<file path="src/design/psfe_pkg.sv">
// Shared types and constants for the protobuf scalar field encoder.
// No dependencies.
`default_nettype none

package psfe_pkg;

   localparam int unsigned VALUE_WIDTH  = 64;
   localparam int unsigned OPCODE_WIDTH = 3;
   localparam int unsigned BYTE_WIDTH   = 8;
   localparam int unsigned COUNT_WIDTH  = 3;

   localparam logic [6:0] VARINT_GROUP_MASK = 7'h7f;
   localparam logic [7:0] VARINT_CONT_BIT   = 8'h80;

   localparam logic [COUNT_WIDTH-1:0] FIXED32_LAST_IDX = 3'd3;
   localparam logic [COUNT_WIDTH-1:0] FIXED64_LAST_IDX = 3'd7;

   typedef enum logic [OPCODE_WIDTH-1:0] {
      OP_UINT32   = 3'd0,
      OP_UINT64   = 3'd1,
      OP_ZIGZAG32 = 3'd2,
      OP_ZIGZAG64 = 3'd3,
      OP_FIXED32  = 3'd4,
      OP_FIXED64  = 3'd5
   } op_type;

   typedef struct packed {
      logic load;   // capture a new item into the datapath
      logic shift;  // advance to the next wire byte
   } cmd_type;

   typedef struct packed {
      logic op_ok;  // opcode on the request channel is a defined encoding
      logic last;   // current wire byte is the final one
   } status_type;

endpackage

`default_nettype wire

</file>
<file path="src/design/psfe_if.sv">
// Valid/ready channel interfaces for request and response items.
// Depends on psfe_pkg.
`default_nettype none

interface psfe_req_if import psfe_pkg::*; ();
   logic                    valid;
   logic                    ready;
   logic [OPCODE_WIDTH-1:0] opcode;
   logic [VALUE_WIDTH-1:0]  value;

   modport source (output valid, output opcode, output value, input ready);
   modport sink   (input valid, input opcode, input value, output ready);
endinterface

interface psfe_rsp_if import psfe_pkg::*; ();
   logic                  valid;
   logic                  ready;
   logic [BYTE_WIDTH-1:0] out_byte;
   logic                  last;

   modport source (output valid, output out_byte, output last, input ready);
   modport sink   (input valid, input out_byte, input last, output ready);
endinterface

`default_nettype wire

</file>
<file path="src/design/psfe_ctrl.sv">
// Controller FSM: sequences load and per-byte shift of the datapath.
// Depends on psfe_pkg.
`default_nettype none

module psfe_ctrl import psfe_pkg::*; (
   input  wire logic       clock,
   input  wire logic       reset,
   input  wire logic       req_valid,
   output logic            req_ready,
   output logic            rsp_valid,
   input  wire logic       rsp_ready,
   input  wire status_type status,
   output cmd_type         cmd
);

   typedef enum logic [1:0] {
      ST_IDLE = 2'b01,
      ST_EMIT = 2'b10
   } state_type;

   state_type state_ff, state_in;
   logic      finishing;
   logic      accept;

   // final byte leaves this cycle: a new item may load at once
   assign finishing = (state_ff == ST_EMIT) && rsp_ready && status.last;
   assign req_ready = (state_ff == ST_IDLE) || finishing;
   assign rsp_valid = (state_ff == ST_EMIT);
   assign accept    = req_valid && req_ready;

   always_comb begin
      cmd.load  = accept && status.op_ok;
      cmd.shift = (state_ff == ST_EMIT) && rsp_ready && !status.last;
      state_in  = state_ff;
      unique case (state_ff)
         ST_IDLE: begin
            if (cmd.load) state_in = ST_EMIT;
         end
         ST_EMIT: begin
            if (finishing) state_in = cmd.load ? ST_EMIT : ST_IDLE;
         end
         default: state_in = ST_IDLE;
      endcase
   end

   always_ff @(posedge clock) begin
      if (reset) state_ff <= ST_IDLE;
      else       state_ff <= state_in;
   end

endmodule

`default_nettype wire

</file>
<file path="src/design/psfe_datapath.sv">
// Datapath: zigzag mapping, 64-bit shift word and fixed byte counter.
// Depends on psfe_pkg.
`default_nettype none

module psfe_datapath import psfe_pkg::*; (
   input  wire logic                    clock,
   input  wire logic [OPCODE_WIDTH-1:0] opcode,
   input  wire logic [VALUE_WIDTH-1:0]  value,
   input  wire cmd_type                 cmd,
   output status_type                   status,
   output logic [BYTE_WIDTH-1:0]        out_byte
);

   logic [VALUE_WIDTH-1:0] word_ff, word_in;
   logic                   fixed_ff, fixed_in;
   logic [COUNT_WIDTH-1:0] count_ff, count_in;
   logic [31:0]            lo;
   logic [31:0]            zz32;
   logic [VALUE_WIDTH-1:0] zz64;
   logic [VALUE_WIDTH-1:0] enc_word;
   logic                   enc_fixed;
   logic [COUNT_WIDTH-1:0] enc_count;
   logic                   op_ok;
   logic                   more;

   assign lo   = value[31:0];
   assign zz32 = {lo[30:0], 1'b0} ^ {32{lo[31]}};
   assign zz64 = {value[VALUE_WIDTH-2:0], 1'b0} ^ {VALUE_WIDTH{value[VALUE_WIDTH-1]}};

   always_comb begin
      enc_word  = value;
      enc_fixed = 1'b0;
      enc_count = '0;
      op_ok     = 1'b1;
      unique case (op_type'(opcode))
         OP_UINT32:   enc_word = {32'd0, lo};
         OP_UINT64:   enc_word = value;
         OP_ZIGZAG32: enc_word = {32'd0, zz32};
         OP_ZIGZAG64: enc_word = zz64;
         OP_FIXED32: begin
            enc_word  = {32'd0, lo};
            enc_fixed = 1'b1;
            enc_count = FIXED32_LAST_IDX;
         end
         OP_FIXED64: begin
            enc_fixed = 1'b1;
            enc_count = FIXED64_LAST_IDX;
         end
         default: op_ok = 1'b0;
      endcase
   end

   // varint continues while bits remain above the current 7-bit group
   assign more = |word_ff[VALUE_WIDTH-1:7];

   always_comb begin
      if (fixed_ff) begin
         out_byte    = word_ff[BYTE_WIDTH-1:0];
         status.last = (count_ff == '0);
      end else begin
         out_byte    = (more ? VARINT_CONT_BIT : 8'h00)
                     | {1'b0, word_ff[6:0] & VARINT_GROUP_MASK};
         status.last = !more;
      end
      status.op_ok = op_ok;
   end

   always_comb begin
      priority if (cmd.load) begin
         word_in  = enc_word;
         fixed_in = enc_fixed;
         count_in = enc_count;
      end else if (cmd.shift) begin
         word_in  = fixed_ff ? (word_ff >> 8) : (word_ff >> 7);
         fixed_in = fixed_ff;
         count_in = count_ff - 1'b1;
      end else begin
         word_in  = word_ff;
         fixed_in = fixed_ff;
         count_in = count_ff;
      end
   end

   always_ff @(posedge clock) begin
      word_ff  <= word_in;
      fixed_ff <= fixed_in;
      count_ff <= count_in;
   end

endmodule

`default_nettype wire

</file>
<file path="src/design/protobuf_scalar_field_encoder.sv">
// Protobuf scalar field encoder: a value in, wire bytes out one per ready cycle.
// First byte: valid in the cycle after the item is accepted.
// Output: N bytes per item (1..5 / 1..10 varint, 4 or 8 fixed), one per
//   cycle while rsp_port.ready is high, set by the single shift word in the
//   datapath; the next item loads in the cycle its last byte is taken.
// Reset: synchronous, active high; returns the controller to idle.
`default_nettype none

module protobuf_scalar_field_encoder import psfe_pkg::*; (
   input  wire logic  clock,
   input  wire logic  reset,
   psfe_req_if.sink   req_port,
   psfe_rsp_if.source rsp_port
);

   cmd_type    cmd;
   status_type status;

   // Controller: owns the handshake, decides load vs. shift per cycle.
   psfe_ctrl u_ctrl (
      .clock     (clock),
      .reset     (reset),
      .req_valid (req_port.valid),
      .req_ready (req_port.ready),
      .rsp_valid (rsp_port.valid),
      .rsp_ready (rsp_port.ready),
      .status    (status),
      .cmd       (cmd)
   );

   // Datapath: zigzag/select on load, then 7-bit (varint) or 8-bit (fixed)
   // shifts per emitted byte. Undefined opcodes are dropped with no output.
   psfe_datapath u_datapath (
      .clock    (clock),
      .opcode   (req_port.opcode),
      .value    (req_port.value),
      .cmd      (cmd),
      .status   (status),
      .out_byte (rsp_port.out_byte)
   );

   assign rsp_port.last = status.last;

endmodule

`default_nettype wire
</file>
<file path="src/flat_wrapper.sv">
// flat-port wrapper written by rule: the top's interface ports become plain ports
module protobuf_scalar_field_encoder_flat import psfe_pkg::*;
  (clock, reset, req_port_valid, req_port_opcode, req_port_value, req_port_ready, rsp_port_valid, rsp_port_out_byte, rsp_port_last, rsp_port_ready);
  psfe_req_if req_port_i ();
  psfe_rsp_if rsp_port_i ();
  input  wire logic clock;
  input  wire logic reset;
  input wire logic [$bits(req_port_i.valid)-1:0] req_port_valid;
  input wire logic [$bits(req_port_i.opcode)-1:0] req_port_opcode;
  input wire logic [$bits(req_port_i.value)-1:0] req_port_value;
  output wire logic [$bits(req_port_i.ready)-1:0] req_port_ready;
  output wire logic [$bits(rsp_port_i.valid)-1:0] rsp_port_valid;
  output wire logic [$bits(rsp_port_i.out_byte)-1:0] rsp_port_out_byte;
  output wire logic [$bits(rsp_port_i.last)-1:0] rsp_port_last;
  input wire logic [$bits(rsp_port_i.ready)-1:0] rsp_port_ready;
  assign req_port_i.valid = req_port_valid;
  assign req_port_i.opcode = req_port_opcode;
  assign req_port_i.value = req_port_value;
  assign req_port_ready = req_port_i.ready;
  assign rsp_port_valid = rsp_port_i.valid;
  assign rsp_port_out_byte = rsp_port_i.out_byte;
  assign rsp_port_last = rsp_port_i.last;
  assign rsp_port_i.ready = rsp_port_ready;
  protobuf_scalar_field_encoder u_core (.clock(clock), .reset(reset), .req_port(req_port_i), .rsp_port(rsp_port_i));
endmodule
</file>
<file path="config.mk">
export PLATFORM = sky130hd
export DESIGN_NAME = protobuf_scalar_field_encoder_flat
export DESIGN_NICKNAME = d
export VERILOG_FILES = /design/src/design/psfe_pkg.sv /design/src/design/psfe_if.sv /design/src/design/psfe_ctrl.sv /design/src/design/psfe_datapath.sv /design/src/design/protobuf_scalar_field_encoder.sv /design/src/flat_wrapper.sv
export SDC_FILE = /design/constraint.sdc
export NUM_CORES = 1
export LEC_CHECK = 0
export BUFFER_PORTS_ARGS = -buffer_cell sky130_fd_sc_hd__buf_4
export CAP_MARGIN = 30
export CORE_MARGIN = 4
export CORE_UTILIZATION = 30
export DETAILED_ROUTE_END_ITERATION = 12
export GPL_TIMING_DRIVEN = 0
export SYNTH_ARGS = -nofsm -noshare
export SYNTH_HDL_FRONTEND = slang
export SYNTH_SLANG_ARGS = --single-unit
</file>
<file path="constraint.sdc">
create_clock -name clock -period 4.7 [get_ports clock]
set_input_delay 0.235 -clock clock [delete_from_list [all_inputs] [get_ports clock]]
set_output_delay 0.235 -clock clock [all_outputs]
set_load 0.01 [all_outputs]
</file>
======== Yosys cells after proc, flatten, opt, wreduce, memory -nomap -nowiden ========
Cells that the tools add are included.
storage, ports and cells
  flip-flop bits (word level) ............. 70
  bits of input ports ..................... 71
  output and inout port bits .............. 11
  logic and storage cells ................. 49
operators by class
  add/subtract/negate cells ............... 1
  equality and inequality tests ........... 9
  muxes and demuxes ....................... 16
  bitwise operators ....................... 3
  reductions and logical operators ........ 16
operators with widths
  kind                                                                count
  64-bit case mux with 3 select lines                                 1
  64-bit 2-to-1 mux                                                   2
  64-bit XOR                                                          1
  57-bit 2-to-1 mux                                                   1
  57-bit OR reduction                                                 1
  32-bit XOR                                                          1
  8-bit 2-to-1 mux                                                    2
  8-bit by 7-bit OR with 8-bit output                                 1
  3-bit by 2-bit == test with 1-bit output, second input constant     2
  3-bit == test, second input constant                                2
  3-bit zero test                                                     2
  2-bit 2-to-1 mux                                                    3
  3-bit 2-to-1 mux                                                    2
  3-bit case mux with 2 select lines                                  1
  6-bit OR reduction                                                  1
  1-bit logical AND                                                   5
  2-bit by 1-bit != test with 1-bit output, second input constant     2
  2-bit case mux with 2 select lines                                  1
  2-bit OR reduction                                                  2
  3-bit by 1-bit == test with 1-bit output, second input constant     1
  1-bit 2-to-1 mux                                                    3
  3-bit by 1-bit subtractor with 3-bit output, second input constant  1
  2-bit by 1-bit == test with 1-bit output, second input constant     1
  2-bit == test, second input constant                                1
  4 further kinds                                                     5

======== Depth between registers and ports, before layout ========
  depth in word-level cells ............... 10
  mapped depth ............................ 9
  depth with buffers taken out ............ 8

======== Modules after synthesis ========
From an unflattened synthesis, not the netlist that was laid out.
second synthesis, totals
  cell total of the unflattened synthesis .. 526
  area, all modules ....................... 4,971.0 um^2
by module, submodules not included
  module         instances  cells an instance  area each (um^2)  sequential area each (um^2)
  psfe_datapath  1          507                4,819.6           2,042.0
  psfe_ctrl      1          19                 151.4             40.0

======== Worst setup path before layout ========
Ideal clock, no wire load.
  path kind ............................... reg-to-reg
  start ................................... reg u_core.u_datapath.fixed_ff
  end ..................................... reg u_core.u_datapath.count_ff[0] (enable)
  setup time .............................. 516 ps
  data arrival time ....................... 4,238 ps
  data required time ...................... 4,184 ps
  setup slack ............................. -54 ps
  cell stages (with the launch flop) ...... 8
  buffers on the path ..................... 1
  period minus slack after synthesis ...... 4,754 ps
  cell sequence ........................... edfxtp_1 > clkbuf_1 > nor4_1 > nand4_1 > nor4_4 > a21oi_1 > inv_1 > o22ai_1
on the way
  word-level cells in the longest chain between the ends .. 6
  elaborated cells on any way between the ends .. 8
  those cells by class .................... mux (1); reduce/logical (7)
ends and longest elaborated chain
  item                              line                 RTL
  from (decl)                       psfe_datapath.sv:15  logic fixed_ff, fixed_in;
  from (signal assigned)            psfe_datapath.sv:86  fixed_ff <= fixed_in;
  1-bit 2-to-1 mux (*)              psfe_datapath.sv:57  if (fixed_ff) begin
  named net rsp_port_last           flat_wrapper.sv:14   output wire logic [$bits(rsp_port_i.last)-1:0] rsp_port_last;
  1-bit logical AND                 psfe_ctrl.sv:26      assign finishing = (state_ff == ST_EMIT) && rsp_ready && status.last;
  1-bit logical OR                  psfe_ctrl.sv:27      assign req_ready = (state_ff == ST_IDLE) || finishing;
  1-bit logical AND                 psfe_ctrl.sv:29      assign accept = req_valid && req_ready;
  1-bit logical AND                 psfe_ctrl.sv:32      cmd.load = accept && status.op_ok;
  2-bit nonzero test (no line) (*)  n/a
  to (signal assigned)              psfe_datapath.sv:87  count_ff <= count_in;
  to (decl)                         psfe_datapath.sv:16  logic [COUNT_WIDTH-1:0] count_ff, count_in;
Mark *: on every way through the listed nets, which the timed path passes. The rest lies on a longest branch.
A chain may end at the register's enable or synchronous reset.

======== Final worst setup path ========
  start ................................... reg u_core.u_datapath.word_ff[48]
  end ..................................... reg u_core.u_datapath.word_ff[33] (enable)
on the way
  word-level cells in the longest chain between the ends .. 8
  elaborated cells on any way between the ends .. 10
  those cells by class .................... mux (1); reduce/logical (9)
ends and longest elaborated chain
  item                              line                 RTL
  from (decl)                       psfe_datapath.sv:14  logic [VALUE_WIDTH-1:0] word_ff, word_in;
  from (signal assigned)            psfe_datapath.sv:85  word_ff <= word_in;
  57-bit OR reduction (*)           psfe_datapath.sv:54  assign more = |word_ff[VALUE_WIDTH-1:7];
  1-bit zero test (*)               psfe_datapath.sv:63  status.last = !more;
  1-bit 2-to-1 mux (*)              psfe_datapath.sv:57
  1-bit logical AND                 psfe_ctrl.sv:26
  1-bit logical OR                  psfe_ctrl.sv:27
  1-bit logical AND                 psfe_ctrl.sv:29
  1-bit logical AND                 psfe_ctrl.sv:32
  2-bit nonzero test (no line) (*)  n/a
Mark *: on every way between the ends. The rest lies on a longest branch, timed or not.

==> impl_metrics.ini <==
[outcome]
run_status = completed

[grt]
first_pass_grt_wire_length_mm = 21.1
grtUsageTotal_pct = 13.4
maximum_number_of_pins_on_one_net_before_global_route_repair = 28
grt_pass1_vias = 4016
grt_antenna_before_repair = 0
global_route.overflow_total = 0

[die]
fp.coreArea_um2 = 16600
die_w_um = 139
num_rows = 47
pin_count = 82
design.die.area_um2 = 19200
start_util_pct = 30.7
die_h_um = 139

[layout]
layout-area-overhead-vs-synth_pct = 24.1
layout.cells.most_common_list = sky130_fd_sc_hd__mux2i_1 (116), sky130_fd_sc_hd__buf_4 (86), sky130_fd_sc_hd__edfxtp_1 (68)
multi_input_area_um2 = 2720
layout.area.seq_um2 = 2080
final_stage_net_count = 636
n_antenna_cell = 0
layout_cell_area_excl_fill_um2 = 6340
mostFrequentLayoutCell = sky130_fd_sc_hd__mux2i_1
ratio_of_cells_with_drive_above_1_in_the_final_layout_pct = 21.2
final.fill_count = 1627

[critical_path]
worst-path-buf-inv = 3
cp_slowest_stage_delay_ns = 0.50
critical_path.startpoint_type = flip-flop
path_cells = nor4_1, nand3_1, nor4_4, a21oi_1, inv_1, o22ai_4, buf_12, buf_16
worst_path_max_fanout = 27
crit_required_ns = 4.79
critical-path-top-delay-family = simple AND/OR/NAND/NOR gates
cell_type_of_the_slowest_stage_on_the_worst_timing_path = sky130_fd_sc_hd__nor4_4
worstPathArrival_ns = 2.99
setup.worst_path.class = flip-flop to flip-flop
endpoint_kind = flip-flop

[clocking]
clk-insertion-delay-late_ns = 0.33
cts_inserted_buffers = 9
cts_post_setup_buffers_inserted = 0
cts.reportedPaths.clkPinSlew_ns = 0.05
clock-root-buffer = sky130_fd_sc_hd__clkbuf_16
cts_resized = 0
hold_buffers = 0
cts-root-to-sink-buffers = 2
clock_tree_from_tritoncts = built
cts.sink_count = 70
level_count_of_the_clock_h_tree = 3

[sta]
period_minus_slack_ns = 2.90
report.final.hold_viol_count = 0
setup_viol = 0
tightest_slew_ns = 0.915
max_freq_mhz = 344
fin_tns_setup_ns = 0
finalClockSkew_ns = 0.00568
setup_repair_after_global_routing_missed_its_margin = false
maxSlewHeadroom_pct = 39.0
fin_ws_ns = 1.80
final.period_utilization_pct = 61.8
timing.hold.ws_ns = 0.154
timing.final.max_slew_violations = 0

[placement]
dpl_worst_slack_ns = 1.79
finalWeightedCongestion = 0.804
placedInstanceArea_um2 = 6040
portBuffers = 79
dp.final_hpwl_mm = 10.1

[yosys]
synth.cell_area_um2 = 5110
post_synth_edffs = 68
synth_nets = 544
dominantRegCellSynth = sky130_fd_sc_hd__edfxtp_1
yosysSeqAreaShare_pct = 40.7
async_flop_share_pct = 0
synth.distinct_cells = 39
yosys_warnings = 0
synth_cells = 469
syn_avg_cell_area_um2 = 10.9
postSynthRegisterBits = 70

[pwr]
share_comb_of_total_power_pct = 38.8
power.internal_mw = 2.07
p_per_area_nw_per_um2 = 487
netSwitchingPower_mw = 1.02
clock_power_share_pct = 22.9
ir_worst_vdd_mv = 0.212
power.share.sequential_pct = 38.3
finalPower_mw = 3.09
p_sw_share_pct = 32.9
p_leak_nw = 2.78

[drt]
drt-total-wl_mm = 13.1
remaining_drc_errors = 0
detailedRoute.firstIterationViolations = 228
dr.pass1.iters = 4
post_drt_wl_per_cell_um = 16.7
via_count = 3892
route.antenna.remaining_nets = 0
post_drt_via_cell_ratio = 4.96

[job]
drv.max_cap_violation_count = 0

[worst_hold_path]
timing.hold.worst.class = primary input to flip-flop
cells in the mapped netlist, types with 2 or more instances:
master | instances | area share [%]
sky130_fd_sc_hd__a22oi_1 | 31 | 4.6
sky130_fd_sc_hd__dfxtp_1 | 2 | 0.78
sky130_fd_sc_hd__o21ai_0 | 4 | 0.39
sky130_fd_sc_hd__nand3b_1 | 2 | 0.29
sky130_fd_sc_hd__ha_1 | 4 | 0.98
sky130_fd_sc_hd__xor2_1 | 61 | 10
sky130_fd_sc_hd__o22ai_1 | 2 | 0.24
sky130_fd_sc_hd__buf_2 | 5 | 0.49
sky130_fd_sc_hd__nand3_1 | 3 | 0.29
sky130_fd_sc_hd__buf_12 | 5 | 2.0
sky130_fd_sc_hd__nor4_2 | 3 | 0.73
sky130_fd_sc_hd__buf_1 | 8 | 0.59
sky130_fd_sc_hd__a21oi_1 | 35 | 3.4
sky130_fd_sc_hd__nand2b_1 | 4 | 0.49
sky130_fd_sc_hd__inv_1 | 9 | 0.66
sky130_fd_sc_hd__buf_6 | 2 | 0.44
sky130_fd_sc_hd__edfxtp_1 | 68 | 40
sky130_fd_sc_hd__clkbuf_1 | 16 | 1.2
sky130_fd_sc_hd__buf_4 | 7 | 1.0
sky130_fd_sc_hd__nor2_1 | 48 | 3.5
sky130_fd_sc_hd__mux2i_1 | 116 | 23
sky130_fd_sc_hd__nor4_1 | 11 | 1.3
sky130_fd_sc_hd__nand2_1 | 5 | 0.37
sky130_fd_sc_hd__nand4_1 | 3 | 0.37
flip-flops by register name (all words and copies together), names as in the netlist:
name / count
u_core.u_datapath.count_ff: 3
u_core.u_datapath.word_ff: 64
u_core.u_datapath.fixed_ff: 1
u_core.u_ctrl.state_ff: 2
layout make-up:
cell class,count,share of cell area [%]
Multi-Input combinational cell,346,42.8
Sequential cell,70,32.8
Timing Repair Buffer,81,10.1
Buffer,43,4.58
Tap cell,220,4.34
Clock buffer,10,3.61
Clock inverter,5,1.18
Inverter,10,0.592
stage by stage:
stage / utilization [%] / instances
after floorplan: - / 469
after global placement: 36.0 / 768
after detailed placement: 36.3 / 770
after CTS: 38.1 / 785
after global routing: 38.1 / 785
final: 38.1 / 785
routing by layer:
layer | up-vias | share of wire (%) | global-route usage, %
met5 | - | 0 | 0
met4 | 0 | 1.1 | 2.60
li1 | 1907 | - | -
met3 | 12 | 4.4 | 3.14
met1 | 1864 | 47 | 18.4
met2 | 109 | 47 | 21.9
logic make-up after synthesis:
family                   Yosys count  share of synthesized area, %
XOR/XNOR                          62                          10.6
multiplexers                     117                          22.9
adder cells (fa/ha/maj)            4                         0.979
buffers and inverters             53                          6.41
AND/OR/NAND/NOR                   84                          8.47
flip-flops                        70                          40.7
AO/OA/AOI/OAI                     79                          9.84
worst reg2reg max path, cell delays in order, from the launching register on:
cell	delay [ns]
sky130_fd_sc_hd__edfxtp_1	0.41
sky130_fd_sc_hd__nor4_1	0.46
sky130_fd_sc_hd__nand3_1	0.23
sky130_fd_sc_hd__nor4_4	0.50
sky130_fd_sc_hd__a21oi_1	0.14
sky130_fd_sc_hd__inv_1	0.18
sky130_fd_sc_hd__o22ai_4	0.27
sky130_fd_sc_hd__buf_12	0.29
sky130_fd_sc_hd__buf_16	0.18
power groups by stage:
stage | clock network [mW] | logic, mW | registers (mW)
finish | 0.707 | 1.20 | 1.19
global route | 0.743 | 1.31 | 1.21
detailed placement | 0 | 1.20 | 1.20
global placement | 0 | 1.13 | 1.20
CTS | 0.718 | 1.21 | 1.19
floorplan | 0 | 0.873 | 1.15
worst paths after layout:
kind	slack, ns	cells after the start	start	endpoint
worst max-delay path	1.80	8	u_core.u_datapath.word_ff[48]	u_core.u_datapath.word_ff[33]
worst min-delay path	0.15	3	reset	u_core.u_ctrl.state_ff[0]
worst max register to register	1.80	8	u_core.u_datapath.word_ff[48]	u_core.u_datapath.word_ff[33]
worst min register to register	0.58	1	u_core.u_datapath.count_ff[0]	u_core.u_datapath.count_ff[0]
Power figures use the tool's default switching activity.
